`src/sv/rgbhsv_pkg.sv`:
```
// rgbhsv_pkg: widths, pipeline stage record and per-stage arithmetic for the
// rgb to hsv pixel core. no dependencies; the interfaces and the core import it.
package rgbhsv_pkg;

  localparam int PIX_W    = 8;
  localparam int HUE_W    = 16;
  localparam int SAT_W    = 16;
  localparam int SAT_Q_W  = 16;                 // saturation quotient bits
  localparam int HUE_Q_W  = 13;                 // hue quotient bits, up to 4096
  localparam int SAT_N_W  = PIX_W + SAT_Q_W;    // delta * 65535
  localparam int DIV_OFS  = SAT_Q_W - HUE_Q_W;  // division stages with no hue step
  localparam int NUM_ST   = 2 + SAT_Q_W;        // front, divider setup, divider steps

  localparam logic [HUE_W-1:0] HUE_ONE = HUE_W'(4096);

  typedef enum logic [1:0] {
    SEC_RED   = 2'd0,
    SEC_GREEN = 2'd1,
    SEC_BLUE  = 2'd2
  } sector_t;

  typedef struct packed {
    logic [PIX_W-1:0]   mx;
    logic [PIX_W-1:0]   delta;
    sector_t            sector;
    logic               neg;
    logic [PIX_W-1:0]   mag;
    logic [PIX_W-1:0]   sat_rem;
    logic [SAT_Q_W-1:0] sat_qn;   // dividend bits leave at the top, quotient enters below
    logic [PIX_W-1:0]   hue_rem;
    logic [HUE_Q_W-1:0] hue_qn;
  } pix_stage_t;

  function automatic pix_stage_t front_calc(logic [PIX_W-1:0] r, logic [PIX_W-1:0] g,
                                            logic [PIX_W-1:0] b);
    pix_stage_t       o;
    logic [PIX_W-1:0] mn;
    logic [PIX_W-1:0] a;
    logic [PIX_W-1:0] c;
    o = '0;
    o.mx = (r > g) ? r : g;
    mn = (r < g) ? r : g;
    if (b > o.mx) o.mx = b;
    if (b < mn) mn = b;
    o.delta = o.mx - mn;
    // red tested first, then green on ties
    if (r >= g && r >= b) begin
      o.sector = SEC_RED;
      a = g;
      c = b;
    end else if (g >= b) begin
      o.sector = SEC_GREEN;
      a = b;
      c = r;
    end else begin
      o.sector = SEC_BLUE;
      a = r;
      c = g;
    end
    o.neg = (a < c);
    o.mag = o.neg ? (c - a) : (a - c);
    return o;
  endfunction

  function automatic pix_stage_t setup_calc(pix_stage_t s);
    pix_stage_t         o;
    logic [SAT_N_W-1:0] n;
    o = s;
    n = {s.delta, SAT_Q_W'(0)} - SAT_N_W'(s.delta);
    // top byte of delta*65535 is below max, so no quotient bits above bit 15
    o.sat_rem = n[SAT_N_W-1:SAT_Q_W];
    o.sat_qn  = n[SAT_Q_W-1:0];
    // mag <= delta, so mag/2 is below delta
    o.hue_rem = {1'b0, s.mag[PIX_W-1:1]};
    o.hue_qn  = {s.mag[0], (HUE_Q_W-1)'(0)};
    return o;
  endfunction

  function automatic pix_stage_t div_step(pix_stage_t s, logic hue_on);
    pix_stage_t     o;
    logic [PIX_W:0] t;
    logic [PIX_W:0] u;
    o = s;
    t = {s.sat_rem, s.sat_qn[SAT_Q_W-1]};
    if (t >= {1'b0, s.mx}) begin
      o.sat_rem = PIX_W'(t - {1'b0, s.mx});
      o.sat_qn  = {s.sat_qn[SAT_Q_W-2:0], 1'b1};
    end else begin
      o.sat_rem = t[PIX_W-1:0];
      o.sat_qn  = {s.sat_qn[SAT_Q_W-2:0], 1'b0};
    end
    if (hue_on) begin
      u = {s.hue_rem, s.hue_qn[HUE_Q_W-1]};
      if (u >= {1'b0, s.delta}) begin
        o.hue_rem = PIX_W'(u - {1'b0, s.delta});
        o.hue_qn  = {s.hue_qn[HUE_Q_W-2:0], 1'b1};
      end else begin
        o.hue_rem = u[PIX_W-1:0];
        o.hue_qn  = {s.hue_qn[HUE_Q_W-2:0], 1'b0};
      end
    end
    return o;
  endfunction

  function automatic logic [HUE_W-1:0] hue_calc(pix_stage_t s);
    logic [HUE_W-1:0] ofs;
    logic [HUE_W-1:0] q;
    unique case (s.sector)
      SEC_RED:   ofs = '0;
      SEC_GREEN: ofs = HUE_W'(HUE_ONE << 1);
      SEC_BLUE:  ofs = HUE_W'(HUE_ONE << 2);
      default:   ofs = '0;
    endcase
    q = HUE_W'(s.hue_qn);
    return s.neg ? (ofs - q) : (ofs + q);
  endfunction

endpackage

```
`src/sv/rgbhsv_if.sv`:
```
// rgbhsv_if: valid/ready channel interfaces for rgb pixels in and hsv results out.
// depends on rgbhsv_pkg for the field widths.
interface rgbhsv_pix_in_if;
  logic                         valid;
  logic                         ready;
  logic [rgbhsv_pkg::PIX_W-1:0] red;
  logic [rgbhsv_pkg::PIX_W-1:0] green;
  logic [rgbhsv_pkg::PIX_W-1:0] blue;

  modport source (output valid, output red, output green, output blue, input ready);
  modport sink   (input valid, input red, input green, input blue, output ready);
endinterface

interface rgbhsv_pix_out_if;
  logic                                valid;
  logic                                ready;
  logic signed [rgbhsv_pkg::HUE_W-1:0] hue_times_three;
  logic [rgbhsv_pkg::SAT_W-1:0]        saturation;
  logic [rgbhsv_pkg::PIX_W-1:0]        brightness;

  modport source (output valid, output hue_times_three, output saturation,
                  output brightness, input ready);
  modport sink   (input valid, input hue_times_three, input saturation,
                  input brightness, output ready);
endinterface

```
`src/sv/rgb_to_hsv_pixel_core.sv`:
```
// rgb_to_hsv_pixel_core: pipelined rgb to hsv converter, one pixel a cycle while unstalled.
// depends on rgbhsv_pkg and the channel interfaces in rgbhsv_if.sv.
//
//   channel   dir  request payload
//   pix_in    in   red, green, blue (8 bits each)
//   pix_out   out  hue_times_three (s16 q3.12), saturation (u16), brightness (u8)
//
// one pixel accepted per cycle while the output is not stalled; a pixel passes the front and
// setup stages, the 16 steps of the two bit-per-stage dividers, then the output register.
// rst is synchronous and clears only the stage valid bits and the output valid.
// each stage moves on when it is empty or the one after it moves, so a stalled
// output lets bubbles close up and no request is lost or repeated.
module rgb_to_hsv_pixel_core (
  input logic                clk,
  input logic                rst,
  rgbhsv_pix_in_if.sink      pix_in,
  rgbhsv_pix_out_if.source   pix_out
);
  import rgbhsv_pkg::*;

  pix_stage_t        st [NUM_ST];
  logic [NUM_ST-1:0] v;
  logic [NUM_ST-1:0] adv;
  logic              out_en;
  logic              out_v;

  assign out_en = !out_v || pix_out.ready;

  // a stage may load if any stage from it to the end is empty, or the output drains
  for (genvar i = 0; i < NUM_ST; i++) begin : g_adv
    assign adv[i] = out_en || !(&v[NUM_ST-1:i]);
  end

  assign pix_in.ready = adv[0];

  always_ff @(posedge clk) begin
    if (rst) begin
      v     <= '0;
      out_v <= 1'b0;
    end else begin
      if (adv[0]) v[0] <= pix_in.valid;
      for (int i = 1; i < NUM_ST; i++) begin
        if (adv[i]) v[i] <= v[i-1];
      end
      if (out_en) out_v <= v[NUM_ST-1];
    end
  end

  always_ff @(posedge clk) begin
    if (adv[0] && pix_in.valid) st[0] <= front_calc(pix_in.red, pix_in.green, pix_in.blue);
  end

  always_ff @(posedge clk) begin
    if (adv[1] && v[0]) st[1] <= setup_calc(st[0]);
  end

  // division step k = i-1; hue needs only the last HUE_Q_W steps
  for (genvar i = 2; i < NUM_ST; i++) begin : g_div
    always_ff @(posedge clk) begin
      if (adv[i] && v[i-1]) st[i] <= div_step(st[i-1], 1'((i - 1) > DIV_OFS));
    end
  end

  always_ff @(posedge clk) begin
    if (out_en && v[NUM_ST-1]) begin
      if (st[NUM_ST-1].delta == '0) begin
        pix_out.hue_times_three <= '0;
        pix_out.saturation      <= '0;
      end else begin
        pix_out.hue_times_three <= hue_calc(st[NUM_ST-1]);
        pix_out.saturation      <= st[NUM_ST-1].sat_qn;
      end
      pix_out.brightness <= st[NUM_ST-1].mx;
    end
  end

  assign pix_out.valid = out_v;

  a_black_zero: assert property (@(posedge clk) disable iff (rst)
    pix_out.valid && pix_out.brightness == '0 |->
      pix_out.saturation == '0 && pix_out.hue_times_three == '0)
    else $error("black pixel gave nonzero hue or saturation");

  a_hue_range: assert property (@(posedge clk) disable iff (rst)
    pix_out.valid |->
      pix_out.hue_times_three >= -16'sd4096 && pix_out.hue_times_three <= 16'sd20480)
    else $error("hue out of range");

  a_out_from_pipe: assert property (@(posedge clk) disable iff (rst)
    $rose(out_v) |-> $past(v[NUM_ST-1]))
    else $error("output valid without a request in the last stage");

  a_accept_lands: assert property (@(posedge clk) disable iff (rst)
    pix_in.valid && pix_in.ready |=> v[0])
    else $error("accepted request not held in front stage");

endmodule

```
`src/flat_wrapper.sv`:
```
// flat-port wrapper written by rule: the top's interface ports become plain ports
module rgb_to_hsv_pixel_core_flat import rgbhsv_pkg::*;
  (clk, rst, pix_in_valid, pix_in_red, pix_in_green, pix_in_blue, pix_in_ready, pix_out_valid, pix_out_hue_times_three, pix_out_saturation, pix_out_brightness, pix_out_ready);
  rgbhsv_pix_in_if pix_in_i ();
  rgbhsv_pix_out_if pix_out_i ();
  input logic clk;
  input logic rst;
  input wire logic [$bits(pix_in_i.valid)-1:0] pix_in_valid;
  input wire logic [$bits(pix_in_i.red)-1:0] pix_in_red;
  input wire logic [$bits(pix_in_i.green)-1:0] pix_in_green;
  input wire logic [$bits(pix_in_i.blue)-1:0] pix_in_blue;
  output wire logic [$bits(pix_in_i.ready)-1:0] pix_in_ready;
  output wire logic [$bits(pix_out_i.valid)-1:0] pix_out_valid;
  output wire logic [$bits(pix_out_i.hue_times_three)-1:0] pix_out_hue_times_three;
  output wire logic [$bits(pix_out_i.saturation)-1:0] pix_out_saturation;
  output wire logic [$bits(pix_out_i.brightness)-1:0] pix_out_brightness;
  input wire logic [$bits(pix_out_i.ready)-1:0] pix_out_ready;
  assign pix_in_i.valid = pix_in_valid;
  assign pix_in_i.red = pix_in_red;
  assign pix_in_i.green = pix_in_green;
  assign pix_in_i.blue = pix_in_blue;
  assign pix_in_ready = pix_in_i.ready;
  assign pix_out_valid = pix_out_i.valid;
  assign pix_out_hue_times_three = pix_out_i.hue_times_three;
  assign pix_out_saturation = pix_out_i.saturation;
  assign pix_out_brightness = pix_out_i.brightness;
  assign pix_out_i.ready = pix_out_ready;
  rgb_to_hsv_pixel_core u_core (.clk(clk), .rst(rst), .pix_in(pix_in_i), .pix_out(pix_out_i));
endmodule
```
`config.mk`:
```
export PLATFORM = sky130hd
export DESIGN_NAME = rgb_to_hsv_pixel_core_flat
export DESIGN_NICKNAME = d
export VERILOG_FILES = /design/src/sv/rgbhsv_pkg.sv /design/src/sv/rgbhsv_if.sv /design/src/sv/rgb_to_hsv_pixel_core.sv /design/src/flat_wrapper.sv
export SDC_FILE = /design/constraint.sdc
export NUM_CORES = 1
export LEC_CHECK = 0
export BUFFER_PORTS_ARGS = -buffer_cell sky130_fd_sc_hd__buf_2
export CORE_MARGIN = 8
export CORE_UTILIZATION = 68
export CTS_CLUSTER_DIAMETER = 100
export DETAILED_ROUTE_END_ITERATION = 16
export PLACE_DENSITY = 0.93
export SLEW_MARGIN = 20
export SYNTH_ARGS = -nofsm -noshare
export SYNTH_HDL_FRONTEND = slang
export SYNTH_SLANG_ARGS = --single-unit
export TNS_END_PERCENT = 20
```
`constraint.sdc`:
```
create_clock -name clk -period 13.7 [get_ports clk]
set_clock_uncertainty 0.05 [all_clocks]
set_input_delay 2.74 -clock clk [delete_from_list [all_inputs] [get_ports clk]]
set_output_delay 2.74 -clock clk [all_outputs]
set_load 0.01 [all_outputs]
```
==> metrics.cfg, run 1 <==
[floorplan]
die_w_um=274
fp-row-count=94
initial_core_util=0.689
dieArea_sq_mm=0.0752
coreArea_sq_mm=0.0659
ios=70
die_y_um=274

[drt]
drc=0
wl_per_cell_um=22.7
antenna_left=0
dr_total_vias=27971
viasPerCell=6.33
drt_iter0_drc=2979
drtPass1Iterations=8
drt-total-wl_um=100000

[cts]
postCtsSetupBuffers=0
clock-root-buffer=clkbuf_16
clk_pin_slew_ns=0.06
postCtsResizedCells=0
postCtsHoldBufs=0
cts.sinks=1008
cts_buffer_depth=3
htreeDepth=3
cts_made_buffers=93
cts_tree=yes
clk-insertion-delay-late_ns=0.67

[critical_path]
cp.required_ns=10.91
crit_slowest_cell=nor2b_1
r2r_slack_ns=9.63
cp_max_fo=7
cp.buffers_inverters=2
slowest_delay_ns=0.54
cp-start-kind=input port
critPathArrivalTime_ns=5.26
end_kind=primary output
cp_top_family=simple AND/OR/NAND/NOR gates
crit_chain=buf_2 > nor2b_1 > nand3_1 > nor2_1 > and3_1 > and3_1 > nand4_1 > buf_2
critical_path_class=in2out
worstReg2RegEnd=u_core.st[13][19]$_DFFE_PP_
ff2ff_path_depth=9
r2r-start=u_core.st[12][13]$_SDFFCE_PP0P_

[yosys]
syn_area_sq_mm=0.0454
synth-simple-area-share=0.0778
async_reset_ff_frac=0
synth_edf_count=989
synth.top_cell.area_share=0.655
yosysWarnings=0
yosys.area.top_type=edfxtp_1
synth-xor-area-share=0.0336
synthAdderAreaFrac=0.0954
synth_top_family_by_area=adder cells
synthMuxAreaShare=0.0129
synth_compound_area_frac=0.0833
synthCells=3336
synthFlopType=edfxtp_1
ys_types=57
ys_ff_latch=1008
yosys-top-cells-area=edfxtp_1, ha_1, inv_1
seq_area_frac_synth=0.663
synth_fp_nets=3692
avgSynthCellArea_sq_um=13.6

[grt]
use_met3=0.0492
antenna_found_initial=7
grt_pass1_wl_um=154000
gr-max-usage-layer=met2
grt_max_degree=63
gr-usage-met1=0.246
grt_usage=0.261
grt-ovfl-total=0
grt_pass1_vias=29415
grt.met2_usage=0.494

[timing]
slew_headroom=0.207
min_period_ns=8.05
setup_viol=0
tns_ns=0
final-hold-violation-count=0
rsz0062_at_grt=no
clock.fmax_mhz=124
setup_ws_ns=5.65
whs_ns=0.359
tightest_slew_ns=1.19
min_period_over_period=0.588
slew_violations=0

[placement]
hpwl_um=58300
place_ws_ns=5.48
placement.io_buffers=69
place_congestion=0.865

[layout]
fin_util=0.759
seq_area_sq_mm=0.0301
multiInputGateArea_sq_mm=0.0141
layout-drive-gt1-share=0.0826
fin_nets=3829
fill_cells=3319
syn2layout_area_growth_pct=10.2

[pwr]
leakagePower_nw=18.8
powerDensity_mw_per_mm2=128
worst_ir_drop_vdd_uv=93.7
p_total_mw=6.41

[min_path]
worstHoldPathCells=0
min_path_type=reg2reg
min_from=u_core.st[11][5]$_DFFE_PP_
min_to=u_core.st[12][6]$_DFFE_PP_

[outcome]
status=completed

[job]
maxCapViolCount=0

==> area by class of cell <==
cell class,instances,share of cell area
Sequential cell,1008,0.602
Inverter,355,0.0267
Clock inverter,49,0.00723
Clock buffer,122,0.0498
Antenna cell,4,0.000200
Timing Repair Buffer,93,0.0109
Multi-Input combinational cell,1922,0.282
Tap cell,864,0.0216
==> report_power, final <==
group          switching (mW)  leakage (nW)  total (mW)  internal, mW
logic                   0.244          8.31       0.419         0.175
clock network            1.14          1.38        2.48          1.34
registers              0.0496          9.10        3.51          3.46
total                    1.43          18.8        6.41          4.98
==> sequential cells by signal, indices dropped and copies added (netlist names) <==
signal and cells:
u_core.pix_out.brightness 8, u_core.pix_out.hue_times_three 16, u_core.pix_out.saturation 16, u_core.pix_out.valid 1
u_core.st 949, u_core.v 18
==> worst max-delay path by stage <==
| stage | start | endpoint | slack, ns | cells after the start |
|---|---|---|---|---|
| 2_1_floorplan | pix_out_ready | u_core.st[10][0]$_DFFE_PP_ | 5.42 | 8 |
| 3_3_place_gp | pix_in_green[5] | u_core.st[0][52]$_DFFE_PP_ | 5.55 | 22 |
| 3_5_place_dp | pix_in_green[5] | u_core.st[0][52]$_DFFE_PP_ | 5.48 | 22 |
| 4_1_cts | pix_out_ready | pix_in_ready | 5.68 | 8 |
| 5_1_grt | pix_out_ready | pix_in_ready | 5.44 | 8 |
| 6_report | pix_out_ready | pix_in_ready | 5.65 | 8 |
==> cells in the final DEF (no fill, tap or decap), drive strengths merged, types with 9 or more instances in the layout <==
| master | synthesis | routed |
|---|---|---|
| o21ai | 185 | 185 |
| a21boi | 62 | 62 |
| fa | 30 | 30 |
| nand4 | 47 | 47 |
| nand2 | 97 | 97 |
| inv | 355 | 359 |
| clkinv | 0 | 40 |
| ha | 298 | 298 |
| a21oi | 236 | 236 |
| a2bb2oi | 26 | 26 |
| xnor2 | 139 | 139 |
| nor2b | 82 | 82 |
| clkbuf | 45 | 123 |
| mux2i | 26 | 26 |
| a21o | 47 | 47 |
| dfxtp | 19 | 19 |
| nor2 | 314 | 314 |
| nand2b | 68 | 68 |
| nand3 | 17 | 17 |
| edfxtp | 989 | 989 |
| o211ai | 9 | 9 |
| o21a | 22 | 22 |
| a211oi | 31 | 31 |
| and2 | 37 | 37 |
| nor3 | 35 | 35 |
| mux2 | 29 | 29 |
| xor2 | 35 | 35 |
| buf | 6 | 92 |
==> cell usage after synthesis (all sizes together) (62+ instances only) <==
master and number:
nor2 314, nor2b 82, a21boi 62, o21ai 185, a21oi 236, nand2b 68, xnor2 139, inv 355
nand2 97, edfxtp 989, ha 298
==> through the flow <==
step                area (sq um)  std cells
finish                     50000       4417
global route               50000       4415
CTS                        49800       4411
detailed placement         47000       4240
global placement           46900       4240
floorplan                  45400       3336
==> cells by family (layout without fill, tap and decap cells) <==
family          Yosys count  after routing
other cells               0              4
xor+xnor                174            174
simple gates            727            727
buf+inv                 406            619
compound gates          638            638
mux                      55             55
flops                  1008           1008
fa+ha+maj               328            328
==> layer usage <==
| layer | part of all wire | vias to the layer above | wire length [um] |
|---|---|---|---|
| li1 | - | 12327 | - |
| met2 | 0.54 | 1720 | 54300 |
| met5 | 0.00039 | - | 39 |
| met4 | 0.078 | 6 | 7780 |
| met3 | 0.065 | 574 | 6500 |
| met1 | 0.32 | 13344 | 31700 |
Note: power is estimated with default switching activity, not from simulation.
==> run 2: changes to the inputs <==
--- a/config.mk
+++ b/config.mk
@@ -7,10 +7,10 @@
 export LEC_CHECK = 0
 export BUFFER_PORTS_ARGS = -buffer_cell sky130_fd_sc_hd__buf_2
 export CORE_MARGIN = 8
-export CORE_UTILIZATION = 68
+export CORE_UTILIZATION = 63
 export CTS_CLUSTER_DIAMETER = 100
 export DETAILED_ROUTE_END_ITERATION = 16
-export PLACE_DENSITY = 0.93
+export PLACE_DENSITY = 0.88
 export SLEW_MARGIN = 20
 export SYNTH_ARGS = -nofsm -noshare
 export SYNTH_HDL_FRONTEND = slang
==> constraint.sdc (replaced) <==
create_clock -name clk -period 8.3 [get_ports clk]
set_clock_uncertainty 0.05 [all_clocks]
set_input_delay 1.66 -clock clk [delete_from_list [all_inputs] [get_ports clk]]
set_output_delay 1.66 -clock clk [all_outputs]
set_load 0.01 [all_outputs]
==> run 2 against run 1 <==
Compared with the run above: clock power is 74% higher; global-route usage is 3.8 points lower; die area increased by 7.5%; core utilization down 5.4 points; largest power group unchanged.
==> metrics.cfg, run 2 (synthesis results as in run 1) <==
[outcome]
status=completed  ; unchanged

[critical_path]
r2r-start=u_core.st[7][57]$_DFFE_PP_  ; was u_core.st[12][13]$_SDFFCE_PP0P_
worstReg2RegEnd=u_core.st[8][20]$_DFFE_PP_  ; was u_core.st[13][19]$_DFFE_PP_
cp.required_ns=8.65  ; was 10.91 ns
endpoint=u_core.st[0][52]$_DFFE_PP_  ; was pix_in_ready
cp-start-kind=input port  ; unchanged
critical_path_class=in2reg  ; was in2out
cp_max_fo=41  ; was 7
critPathArrivalTime_ns=6.58  ; was 5.26 ns
ff2ff_path_depth=11  ; was 9
crit_start=pix_in_green[5]  ; was pix_out_ready
end_kind=flop  ; was primary output
r2r_slack_ns=4.52  ; was 9.63 ns

[cts]
clock-root-buffer=clkbuf_16  ; unchanged
clk-insertion-delay-late_ns=0.67  ; about the same
cts.sinks=1008  ; unchanged
postCtsSetupBuffers=0  ; unchanged
postCtsResizedCells=0  ; unchanged
htreeDepth=3  ; unchanged
cts_made_buffers=96  ; was 93
cts_buffer_depth=3  ; unchanged
cts_tree=yes  ; unchanged
clk_pin_slew_ns=0.07  ; was 0.06 ns
postCtsHoldBufs=0  ; unchanged

[layout]
reg_top3=u_core.st (949), u_core.v (18)  ; unchanged
syn2layout_area_growth_pct=10.8  ; was 10.2%
largest_reg_flops=949  ; unchanged
mostFrequentLayoutCells=edfxtp_1, inv_1, nor2_1  ; unchanged
top_register=u_core.st  ; unchanged
mostFrequentLayoutCell=edfxtp_1  ; unchanged
fin_util=0.704  ; was 0.759
fill_cells=4264  ; was 3,319
layout-drive-gt1-share=0.0858  ; was 0.0826
fin_nets=3831  ; was 3,829

[timing]
slew_violations=0  ; unchanged
slew_headroom=0.258  ; was 0.207
tightest_slew_ns=1.11  ; was 1.19 ns
final-hold-violation-count=0  ; unchanged
whs_ns=0.349  ; was 0.359 ns
min_period_ns=6.23
clock.fmax_mhz=160
rsz0062_at_grt=no  ; unchanged
setup_viol=0  ; unchanged
tns_ns=0  ; unchanged
min_period_over_period=0.751

[drt]
dr_total_vias=26654  ; was 27,971
drtPass1Iterations=6  ; was 8
wl_per_cell_um=20.5  ; was 22.7 um
viasPerCell=5.91  ; was 6.33
drt_iter0_drc=2260  ; was 2,979
drc=0  ; unchanged
antenna_left=0  ; unchanged
drt-total-wl_um=92300  ; was 100,000 um

[grt]
antenna_found_initial=6  ; was 7
grt_usage=0.223  ; was 0.261
grt_pass1_vias=28704  ; was 29,415
grt_max_degree=63  ; unchanged
grt-ovfl-total=0  ; unchanged
grt_pass1_wl_um=147000  ; was 154,000 um

[floorplan]
die_y_um=284  ; was 274 um
coreArea_sq_mm=0.0714  ; was 0.0659 sq mm
dieArea_sq_mm=0.0808  ; was 0.0752 sq mm
ios=70  ; unchanged
fp-row-count=98  ; was 94
die_w_um=284  ; was 274 um
initial_core_util=0.636  ; was 0.689

[placement]
hpwl_um=57600  ; was 58,300 um
place_congestion=0.867  ; was 0.865
placement.io_buffers=69  ; unchanged

[min_path]
min_path_type=reg2reg  ; unchanged

[pwr]
leakagePower_nw=18.9  ; was 18.8 nW
powerDensity_mw_per_mm2=215  ; was 128 mW/mm^2
worst_ir_drop_vdd_uv=232  ; was 93.7 uV

[job]
maxCapViolCount=0  ; unchanged

[run 2: changes by cell type in the layout (fill, tap and decap cells not counted), sizes merged]
cell / change
clkbuf: -9
clkinv: +8
bufinv: +5
inv: -2
clkinvlp: +2
[run 2: report_power, final]
part | total, mW | internal [mW] | switching [mW]
Combinational | 0.676 | 0.287 | 0.389
Sequential | 5.80 | 5.72 | 0.0822
Clock | 4.31 | 2.41 | 1.90
Total | 10.8 | 8.42 | 2.37
[run 2: critical path, stage by stage]
cell and delay [ns]:
buf_2 0.15, inv_1 0.09, ha_1 0.31, a211oi_1 0.20, nor2_1 0.08, nor2_1 0.23, nand2_1 0.40, o221ai_2 0.47
buf_4 0.41, o21ai_0 0.22, fa_1 0.47, nor2b_1 0.13, o21ai_1 0.09, a21oi_1 0.18, o21ai_1 0.09, a21oi_2 0.43
mux2_2 0.40, o21bai_1 0.15, a221oi_1 0.31, xnor2_1 0.11
[run 2: worst min-delay path by stage]
stage,from,end,slack (ns),cells after the start
2_1_floorplan,u_core.st[17][64]$_DFFE_PP_,u_core.pix_out.brightness[0]$_DFFE_PP_,0.35,0
3_3_place_gp,u_core.st[13][2]$_DFFE_PP_,u_core.st[14][3]$_DFFE_PP_,0.35,0
3_5_place_dp,u_core.st[10][35]$_DFFE_PP_,u_core.st[11][36]$_DFFE_PP_,0.35,0
4_1_cts,u_core.st[10][1]$_DFFE_PP_,u_core.st[11][2]$_DFFE_PP_,0.35,0
5_1_grt,u_core.st[10][1]$_DFFE_PP_,u_core.st[11][2]$_DFFE_PP_,0.35,0
6_report,u_core.st[10][1]$_DFFE_PP_,u_core.st[11][2]$_DFFE_PP_,0.35,0
[run 2: final cells by class]
class	count	area, sq um	share of cell area
antenna	4	10.0	0.000199
clock buffer	114	2510	0.0500
clock inverter	62	542	0.0108
inverter	355	1330	0.0265
multi-input combinational	1922	14100	0.280
sequential	1008	30100	0.598
tap	950	1190	0.0236
timing repair buffer	92	538	0.0107
[run 2: metrics by stage]
step | worst slack [ns] | cells | total power, mW | area (sq um)
2_1_floorplan | 1.10 | 3336 | 6.37 | 45400
3_3_place_gp | 1.42 | 4326 | 6.54 | 47100
3_5_place_dp | 1.41 | 4326 | 6.57 | 47100
4_1_cts | 2.09 | 4502 | 10.8 | 50100
5_1_grt | 1.57 | 4503 | 11.1 | 50300
6_report | 2.07 | 4507 | 10.8 | 50300
[run 2: layer usage]
metal	track usage	wire, um	up-vias
met3	0.0361	4150	369
met2	0.439	51400	1031
met1	0.219	31400	12941
met4	0.124	5340	4
met5	0	27	-
li1	-	-	12309
